### src/rtl/posq_pkg.sv
// shared types and constants for the positional queue
`timescale 1ns / 1ps

package posq_pkg;

  // field widths fixed by the item format
  localparam int unsigned CMD_W  = 3;
  localparam int unsigned ID_W   = 32;
  localparam int unsigned POS_W  = 5;
  localparam int unsigned STAT_W = 2;

  // default queue depth
  localparam int unsigned DEPTH_DEF = 16;

  // command codes
  typedef enum logic [CMD_W-1:0] {
    CMD_ENQ   = 3'd0,
    CMD_DEQ   = 3'd1,
    CMD_INS   = 3'd2,
    CMD_DEL   = 3'd3,
    CMD_PEEK  = 3'd4,
    CMD_PEEKP = 3'd5
  } cmd_e;

  // result status codes
  typedef enum logic [STAT_W-1:0] {
    ST_OK    = 2'd0,
    ST_EMPTY = 2'd1,
    ST_FULL  = 2'd2,
    ST_RANGE = 2'd3
  } status_e;

  // sequencer states
  typedef enum logic [2:0] {
    S_IDLE,
    S_EXEC,
    S_INS_WR,
    S_INS_PUT,
    S_DEL_CAP,
    S_DEL_WR,
    S_PEEK_CAP,
    S_RESULT
  } state_e;

  // command item
  typedef struct packed {
    logic [CMD_W-1:0] cmd;
    logic [ID_W-1:0]  item_id;
    logic [POS_W-1:0] position;
  } in_t;

  // result item
  typedef struct packed {
    logic [ID_W-1:0] result_id;
    status_e         status;
  } out_t;

endpackage

### src/rtl/positional_queue_top.sv
// positional queue: entry memory moved one entry per cycle by a small sequencer
`timescale 1ns / 1ps

// channel  direction  handshake               payload
// in       input      in_valid_i / in_stall_o   in_data_i  (cmd, item_id, position)
// out      output     out_valid_o / out_stall_i out_data_o (result_id, status)
//
// enqueue, insert into an empty queue, errors and unused codes go from S_EXEC straight to
// S_RESULT, peeks through S_PEEK_CAP; other inserts, deletes and dequeues also move entries
// (at most DEPTH-1), one entry a cycle through the single write port of the entry memory
// reset clears the count and the control state; the entry memory is not cleared
// a finished result waits in the output register, so the next command is taken
// and worked on while out_stall_i holds the previous result

module positional_queue_top #(
  parameter int unsigned DEPTH = posq_pkg::DEPTH_DEF
) (
  input  logic           clk_i,
  input  logic           rst_ni,
  input  logic           in_valid_i,
  output logic           in_stall_o,
  input  posq_pkg::in_t  in_data_i,
  output logic           out_valid_o,
  input  logic           out_stall_i,
  output posq_pkg::out_t out_data_o
);

  localparam int unsigned IW  = $clog2(DEPTH);
  localparam int unsigned CW  = $clog2(DEPTH + 1);
  localparam int unsigned CPW = ((CW > posq_pkg::POS_W) ? CW : posq_pkg::POS_W) + 1;

  // entry memory
  logic [posq_pkg::ID_W-1:0] mem [DEPTH];
  logic [posq_pkg::ID_W-1:0] rd_data_q;
  logic [IW-1:0]             rd_addr;
  logic                      wr_en;
  logic [IW-1:0]             wr_addr;
  logic [posq_pkg::ID_W-1:0] wr_data;

  // control and payload registers
  posq_pkg::state_e           state_q, state_d;
  logic [CW-1:0]              count_q, count_d;
  logic [posq_pkg::CMD_W-1:0] cmd_q, cmd_d;
  logic [posq_pkg::ID_W-1:0]  id_q, id_d;
  logic [posq_pkg::POS_W-1:0] pos_q, pos_d;
  logic [IW-1:0]              idx_q, idx_d;
  logic [posq_pkg::ID_W-1:0]  res_q, res_d;
  posq_pkg::status_e          st_q, st_d;
  logic                       out_valid_q, out_valid_d;
  posq_pkg::out_t             out_data_q, out_data_d;

  // derived compare values
  logic           full, empty;
  logic [CPW-1:0] pos_ext, cnt_ext, idx_ext;
  logic           pos_in_count, pos_below_count;
  logic           load_out;

  assign full            = (count_q == CW'(DEPTH));
  assign empty           = (count_q == '0);
  assign pos_ext         = CPW'(pos_q);
  assign cnt_ext         = CPW'(count_q);
  assign idx_ext         = CPW'(idx_q);
  assign pos_in_count    = (pos_q != '0) && (pos_ext <= cnt_ext);
  assign pos_below_count = (pos_q != '0) && (pos_ext < cnt_ext);
  assign load_out        = (state_q == posq_pkg::S_RESULT) && (!out_valid_q || !out_stall_i);

  assign in_stall_o  = (state_q != posq_pkg::S_IDLE);
  assign out_valid_o = out_valid_q;
  assign out_data_o  = out_data_q;

  // memory write port and registered read port
  always_ff @(posedge clk_i) begin
    if (wr_en) begin
      mem[wr_addr] <= wr_data;
    end
    rd_data_q <= mem[rd_addr];
  end

  // sequencer: next state, datapath control, memory addresses
  always_comb begin
    state_d     = state_q;
    count_d     = count_q;
    cmd_d       = cmd_q;
    id_d        = id_q;
    pos_d       = pos_q;
    idx_d       = idx_q;
    res_d       = res_q;
    st_d        = st_q;
    out_valid_d = out_valid_q;
    out_data_d  = out_data_q;
    rd_addr     = '0;
    wr_en       = 1'b0;
    wr_addr     = '0;
    wr_data     = id_q;

    // result transfer empties the output register
    if (out_valid_q && !out_stall_i) begin
      out_valid_d = 1'b0;
    end

    unique case (state_q)
      posq_pkg::S_IDLE: begin
        if (in_valid_i) begin
          cmd_d   = in_data_i.cmd;
          id_d    = in_data_i.item_id;
          pos_d   = in_data_i.position;
          res_d   = '0;
          st_d    = posq_pkg::ST_OK;
          state_d = posq_pkg::S_EXEC;
        end
      end

      // check the command and start its work
      posq_pkg::S_EXEC: begin
        state_d = posq_pkg::S_RESULT;
        unique case (cmd_q)
          posq_pkg::CMD_ENQ: begin
            if (full) begin
              st_d = posq_pkg::ST_FULL;
            end else begin
              wr_en   = 1'b1;
              wr_addr = IW'(count_q);
              count_d = count_q + CW'(1);
            end
          end
          posq_pkg::CMD_DEQ: begin
            if (empty) begin
              st_d = posq_pkg::ST_EMPTY;
            end else begin
              rd_addr = '0;
              idx_d   = '0;
              state_d = posq_pkg::S_DEL_CAP;
            end
          end
          posq_pkg::CMD_INS: begin
            if (full) begin
              st_d = posq_pkg::ST_FULL;
            end else if (empty) begin
              wr_en   = 1'b1;
              wr_addr = '0;
              count_d = CW'(1);
            end else if (!pos_in_count) begin
              st_d = posq_pkg::ST_RANGE;
            end else if (pos_ext == cnt_ext) begin
              idx_d   = IW'(pos_ext);
              state_d = posq_pkg::S_INS_PUT;
            end else begin
              rd_addr = IW'(cnt_ext - CPW'(1));
              idx_d   = IW'(count_q);
              state_d = posq_pkg::S_INS_WR;
            end
          end
          posq_pkg::CMD_DEL: begin
            if (empty) begin
              st_d = posq_pkg::ST_EMPTY;
            end else if (!pos_below_count) begin
              st_d = posq_pkg::ST_RANGE;
            end else begin
              rd_addr = IW'(pos_ext);
              idx_d   = IW'(pos_ext);
              state_d = posq_pkg::S_DEL_CAP;
            end
          end
          posq_pkg::CMD_PEEK: begin
            if (empty) begin
              st_d = posq_pkg::ST_EMPTY;
            end else begin
              rd_addr = '0;
              state_d = posq_pkg::S_PEEK_CAP;
            end
          end
          posq_pkg::CMD_PEEKP: begin
            if (empty) begin
              st_d = posq_pkg::ST_EMPTY;
            end else if (!pos_in_count) begin
              st_d = posq_pkg::ST_RANGE;
            end else begin
              rd_addr = IW'(pos_ext - CPW'(1));
              state_d = posq_pkg::S_PEEK_CAP;
            end
          end
          default: begin
            state_d = posq_pkg::S_RESULT;
          end
        endcase
      end

      // open the gap: move entry idx-1 up to idx, read the next one below
      posq_pkg::S_INS_WR: begin
        wr_en   = 1'b1;
        wr_addr = idx_q;
        wr_data = rd_data_q;
        idx_d   = IW'(idx_ext - CPW'(1));
        if (idx_ext > pos_ext + CPW'(1)) begin
          rd_addr = IW'(idx_ext - CPW'(2));
        end else begin
          state_d = posq_pkg::S_INS_PUT;
        end
      end

      // place the new id into the gap
      posq_pkg::S_INS_PUT: begin
        wr_en   = 1'b1;
        wr_addr = idx_q;
        count_d = count_q + CW'(1);
        state_d = posq_pkg::S_RESULT;
      end

      // take the removed entry, start closing the gap
      posq_pkg::S_DEL_CAP: begin
        res_d = rd_data_q;
        if (idx_ext + CPW'(1) < cnt_ext) begin
          rd_addr = IW'(idx_ext + CPW'(1));
          state_d = posq_pkg::S_DEL_WR;
        end else begin
          count_d = count_q - CW'(1);
          state_d = posq_pkg::S_RESULT;
        end
      end

      // close the gap: move entry idx+1 down to idx, read the next one above
      posq_pkg::S_DEL_WR: begin
        wr_en   = 1'b1;
        wr_addr = idx_q;
        wr_data = rd_data_q;
        idx_d   = IW'(idx_ext + CPW'(1));
        if (idx_ext + CPW'(2) < cnt_ext) begin
          rd_addr = IW'(idx_ext + CPW'(2));
        end else begin
          count_d = count_q - CW'(1);
          state_d = posq_pkg::S_RESULT;
        end
      end

      posq_pkg::S_PEEK_CAP: begin
        res_d   = rd_data_q;
        state_d = posq_pkg::S_RESULT;
      end

      // hand the result to the output register once it is free
      posq_pkg::S_RESULT: begin
        if (load_out) begin
          out_valid_d          = 1'b1;
          out_data_d.result_id = res_q;
          out_data_d.status    = st_q;
          state_d              = posq_pkg::S_IDLE;
        end
      end

      default: begin
        state_d = posq_pkg::S_IDLE;
      end
    endcase
  end

  // control registers
  always_ff @(posedge clk_i or negedge rst_ni) begin
    if (!rst_ni) begin
      state_q     <= posq_pkg::S_IDLE;
      count_q     <= '0;
      out_valid_q <= 1'b0;
    end else begin
      state_q     <= state_d;
      count_q     <= count_d;
      out_valid_q <= out_valid_d;
    end
  end

  // payload registers
  always_ff @(posedge clk_i) begin
    cmd_q      <= cmd_d;
    id_q       <= id_d;
    pos_q      <= pos_d;
    idx_q      <= idx_d;
    res_q      <= res_d;
    st_q       <= st_d;
    out_data_q <= out_data_d;
  end

endmodule
### config.mk
export PLATFORM = sky130hd
export DESIGN_NAME = positional_queue_top
export DESIGN_NICKNAME = d
export VERILOG_FILES = /design/src/rtl/posq_pkg.sv /design/src/rtl/positional_queue_top.sv
export SDC_FILE = /design/constraint.sdc
export NUM_CORES = 1
export LEC_CHECK = 0
export ABC_AREA = 1
export BUFFER_PORTS_ARGS = -buffer_cell sky130_fd_sc_hd__buf_2
export CORE_UTILIZATION = 40
export CTS_CLUSTER_DIAMETER = 200
export DETAILED_ROUTE_END_ITERATION = 16
export PLACE_DENSITY = 0.52
export SLEW_MARGIN = 15
export SYNTH_ARGS = -nofsm -noshare
export SYNTH_HDL_FRONTEND = slang
export SYNTH_SLANG_ARGS = --single-unit
### constraint.sdc
create_clock -name clk_i -period 8.96 [get_ports clk_i]
set_input_delay 0.448 -clock clk_i [delete_from_list [all_inputs] [get_ports clk_i]]
set_output_delay 0.448 -clock clk_i [all_outputs]
set_load 0.02 [all_outputs]
==> results.md <==
* Total number of vias at roughly 20000
* VDD IR max at roughly 0.00036 V
* IO Port Bufs at between 70 and 80
* PD cells at 405 nW/µm²
* Hold crit path type: in2reg
* Comb power frac at around two fifths
* Area of the mapped netlist at roughly 29000 µm²
* Fin. max-slew vios at 0
* Nets at between 2000 and 3000
* Synth area leader: edfxtp_1
* Post-route DRC at 0
* CP arrival at about 5200 ps
* Post-synthesis net count at 2747
* Via density at between 5 and 6
* Psw at between 5 and 6 mW
* Crit end category: flip-flop
* Warnings, synthesis at 0
* Switching part of the total at a little over 40%
* Die Y at approximately 270 µm
* Largest fanout on the critical path at 66
* Drt total wl at 77300 µm
* Layout cell share with drive strength beyond 1 at 10.6%
* First-pass GRT wire length at around 120000 µm
* Avg WL per Cell at approximately 20 µm
* Seq/Total Area, Yosys at slightly below 70%
* Fin Setup TNS at 0 ps
* TritonCTS clock tree: built
* Fillcell total at 6566
* Int Pwr at around 8.1 mW
* Max clock buf depth at 3
* Core Rows at just under 100
* CTS sink cnt at 665
* Total Die Area at 73800 µm²
* Clk_lat worst skew at between 600 and 700 ps
* Vias in the first global route at around 19000
* CTS buffer count at 73
* CTS clk-pin slew, worst paths at 60 ps
* Fin crit share at approximately 52%
* Gr ovfl total at 0
* Drt first pass iters at 5
* Post-synth cell types at 48
* Pwr Total at about 14 mW
* Crit. Startpoint: idx_q[0]
* Area of the multi-input gates at around 7300 µm²
* Antenna violations before repair at 1
* RePlAce Congestion at about 0.9
* Starting Density at about two fifths
* Max-cap violations at 0
* Area grow syn2layout at 14.9%
* Largest net degree at the start of global routing at between 150 and 200
* Reg2reg start: idx_q[0]
* Ranking of synthesized cells by area: edfxtp_1 (64%), nand3_1 (10%), nand2_1 (5.9%), inv_1 (5.6%), nand3b_1 (2.5%)
* Syn_area_per_cell at between 10 and 15 µm²
* Most frequent cells in the layout: edfxtp_1 (624), nand3_1 (598), nand2_1 (459)
* Gate Count Post-Synth at between 2000 and 3000
* Dpl hpwl at a little under 40000 µm
* RSZ-0062 raised after global routing: no
* Tot GR Track Use at about a fifth
* FF+latch area at ~20000 µm²
* Core area at ~72000 µm²
* H-tree levels at 3
* Number of flops mapped to enable cells by yosys at 624
* Clock power frac at between 20% and 30%
* CP Data Required Time at roughly 9500 ps
* Pleak at between 10 and 15 nW
* Top cell type's share of synthesized area at 64.4%
* Gates resized, CTS repair at 0
* Clk root buf: clkbuf_16
* Final setup vio count at 0
* Top-level I/O count at 80
* Status: finished, final reports clean
* Fmax achieved at roughly 0.21 GHz
* Slew HR at about a third
* Commonest non-fill, non-tap cell in the layout: edfxtp_1
* Hold path start: in_data_i[35]
* WS Path Type: reg2reg
* Number of DRC markers in iteration 0 at 1679
* Sequential Power Share at between 30% and 40%
* Tmin final at 4690 ps
* N_diodes at 0
* Worst Skew at 19.9 ps
* Reg2reg setup slack at around 4300 ps
* Die width at ~270 µm
* Synthesis-stage register bit count at between 600 and 700
* Worst Max-Slew Pin Slew at about 1000 ps
* Critical path launch point type: flip-flop
* Final antenna-violating net count at 0
* Leading register cell type out of synthesis: edfxtp_1
* Final hold violation count at 0
* Async SR Flop Fraction at around 1.4%
==> critical path, cell delays in order, from the launching register on <==
cell,delay [ps]
edfxtp_1,440
clkinv_1,320
o21ai_0,480
inv_1,100
ha_1,310
nand4_1,80
o21bai_1,180
nand3_1,130
inv_1,100
nand2_1,140
nand2_1,110
a21oi_4,110
buf_4,720
buf_4,880
nand3_1,160
nand3_1,120
nand3_1,110
nand2_1,100
==> state kept, by name, indices dropped and copies added, names as in the netlist <==
register	count
id_q	32
state_q	3
res_q	32
count_q	5
pos_q	5
out_data_o	34
out_valid_o	1
rd_data_q	32
cmd_q	3
idx_q	4
st_q	2
mem	512
==> synth_stat cells (3+ instances only) <==
cell / count
nor3_1: 7
edfxtp_1: 624
o22ai_1: 8
dfxtp_1: 32
nand2_1: 459
buf_6: 3
a21oi_1: 19
buf_2: 102
ha_1: 29
buf_4: 20
nand3_1: 599
inv_1: 433
nand4_1: 6
inv_2: 10
xnor2_1: 4
nor2_1: 82
nand3b_1: 96
o21ai_0: 61
nand2_2: 4
xor2_1: 8
a31oi_1: 4
clkbuf_1: 18
nand3_2: 3
nor2_2: 4
dfrtp_1: 9
==> cells by family after synthesis <==
kind of cell,share of synthesized area [%]
AOI/OAI and AO/OA,2.21
and+or+nand+nor,20.5
buffers and inverters,8.38
xor gates and xnor gates,0.361
DFF,67.4
adders and majority gates,1.25
==> power groups by stage <==
stage / clock network (mW) / registers (mW) / logic, mW
floorplan: 0 / 5.00 / 3.77
global placement: 0 / 4.97 / 5.62
CTS: 3.03 / 4.92 / 5.73
detailed placement: 0 / 4.98 / 5.69
global route: 3.15 / 4.97 / 6.32
finish: 2.96 / 4.91 / 5.67
==> routing by layer <==
| metal | share of wire [%] | track usage [%] | wire (µm) |
|---|---|---|---|
| met4 | 2.1 | 6.15 | 1600 |
| met5 | 0 | 0 | 0 |
| met3 | 5.7 | 2.89 | 4400 |
| met1 | 45 | 29.1 | 34400 |
| met2 | 48 | 34.7 | 36800 |
==> through the flow <==
step / instances / util (%) / hold slack (ps) / area, µm² / setup WS (ps)
4_1_cts: 3798 / 46.6 / 27.2 / 33400 / 4260
3_5_place_dp: 3627 / 42.8 / 327 / 30700 / 4320
5_1_grt: 3798 / 46.6 / 28.6 / 33400 / 3910
3_3_place_gp: 3627 / 42.8 / 323 / 30700 / 4300
6_report: 3798 / 46.6 / 58.6 / 33400 / 4270
2_1_floorplan: 2674 / - / 152 / 29100 / 4830
==> layout make-up <==
cell class | instances | share of cell area, %
Tap cell | 950 | 3.56
Clock buffer | 106 | 6.20
Clock inverter | 26 | 0.805
Multi-Input combinational cell | 1420 | 21.8
Inverter | 445 | 5.00
Timing Repair Buffer | 186 | 3.99
Sequential cell | 665 | 58.6
==> worst paths after layout <==
path / endpoint / cells after the start
worst max-delay path: rd_data_q[13] / 17
worst min-delay path: id_q[30] / 1
worst max register to register: rd_data_q[13] / 17
worst min register to register: out_data_o[22] / 0
max in group asynchronous: state_q[2] / 2
min in group asynchronous: count_q[3] / 2
==> timing repair <==
item,CTS,global route
buffers inserted,0,0
hold endpoints to repair,47,0
hold buffers,39,0
(Power assumes the default switching activity.)
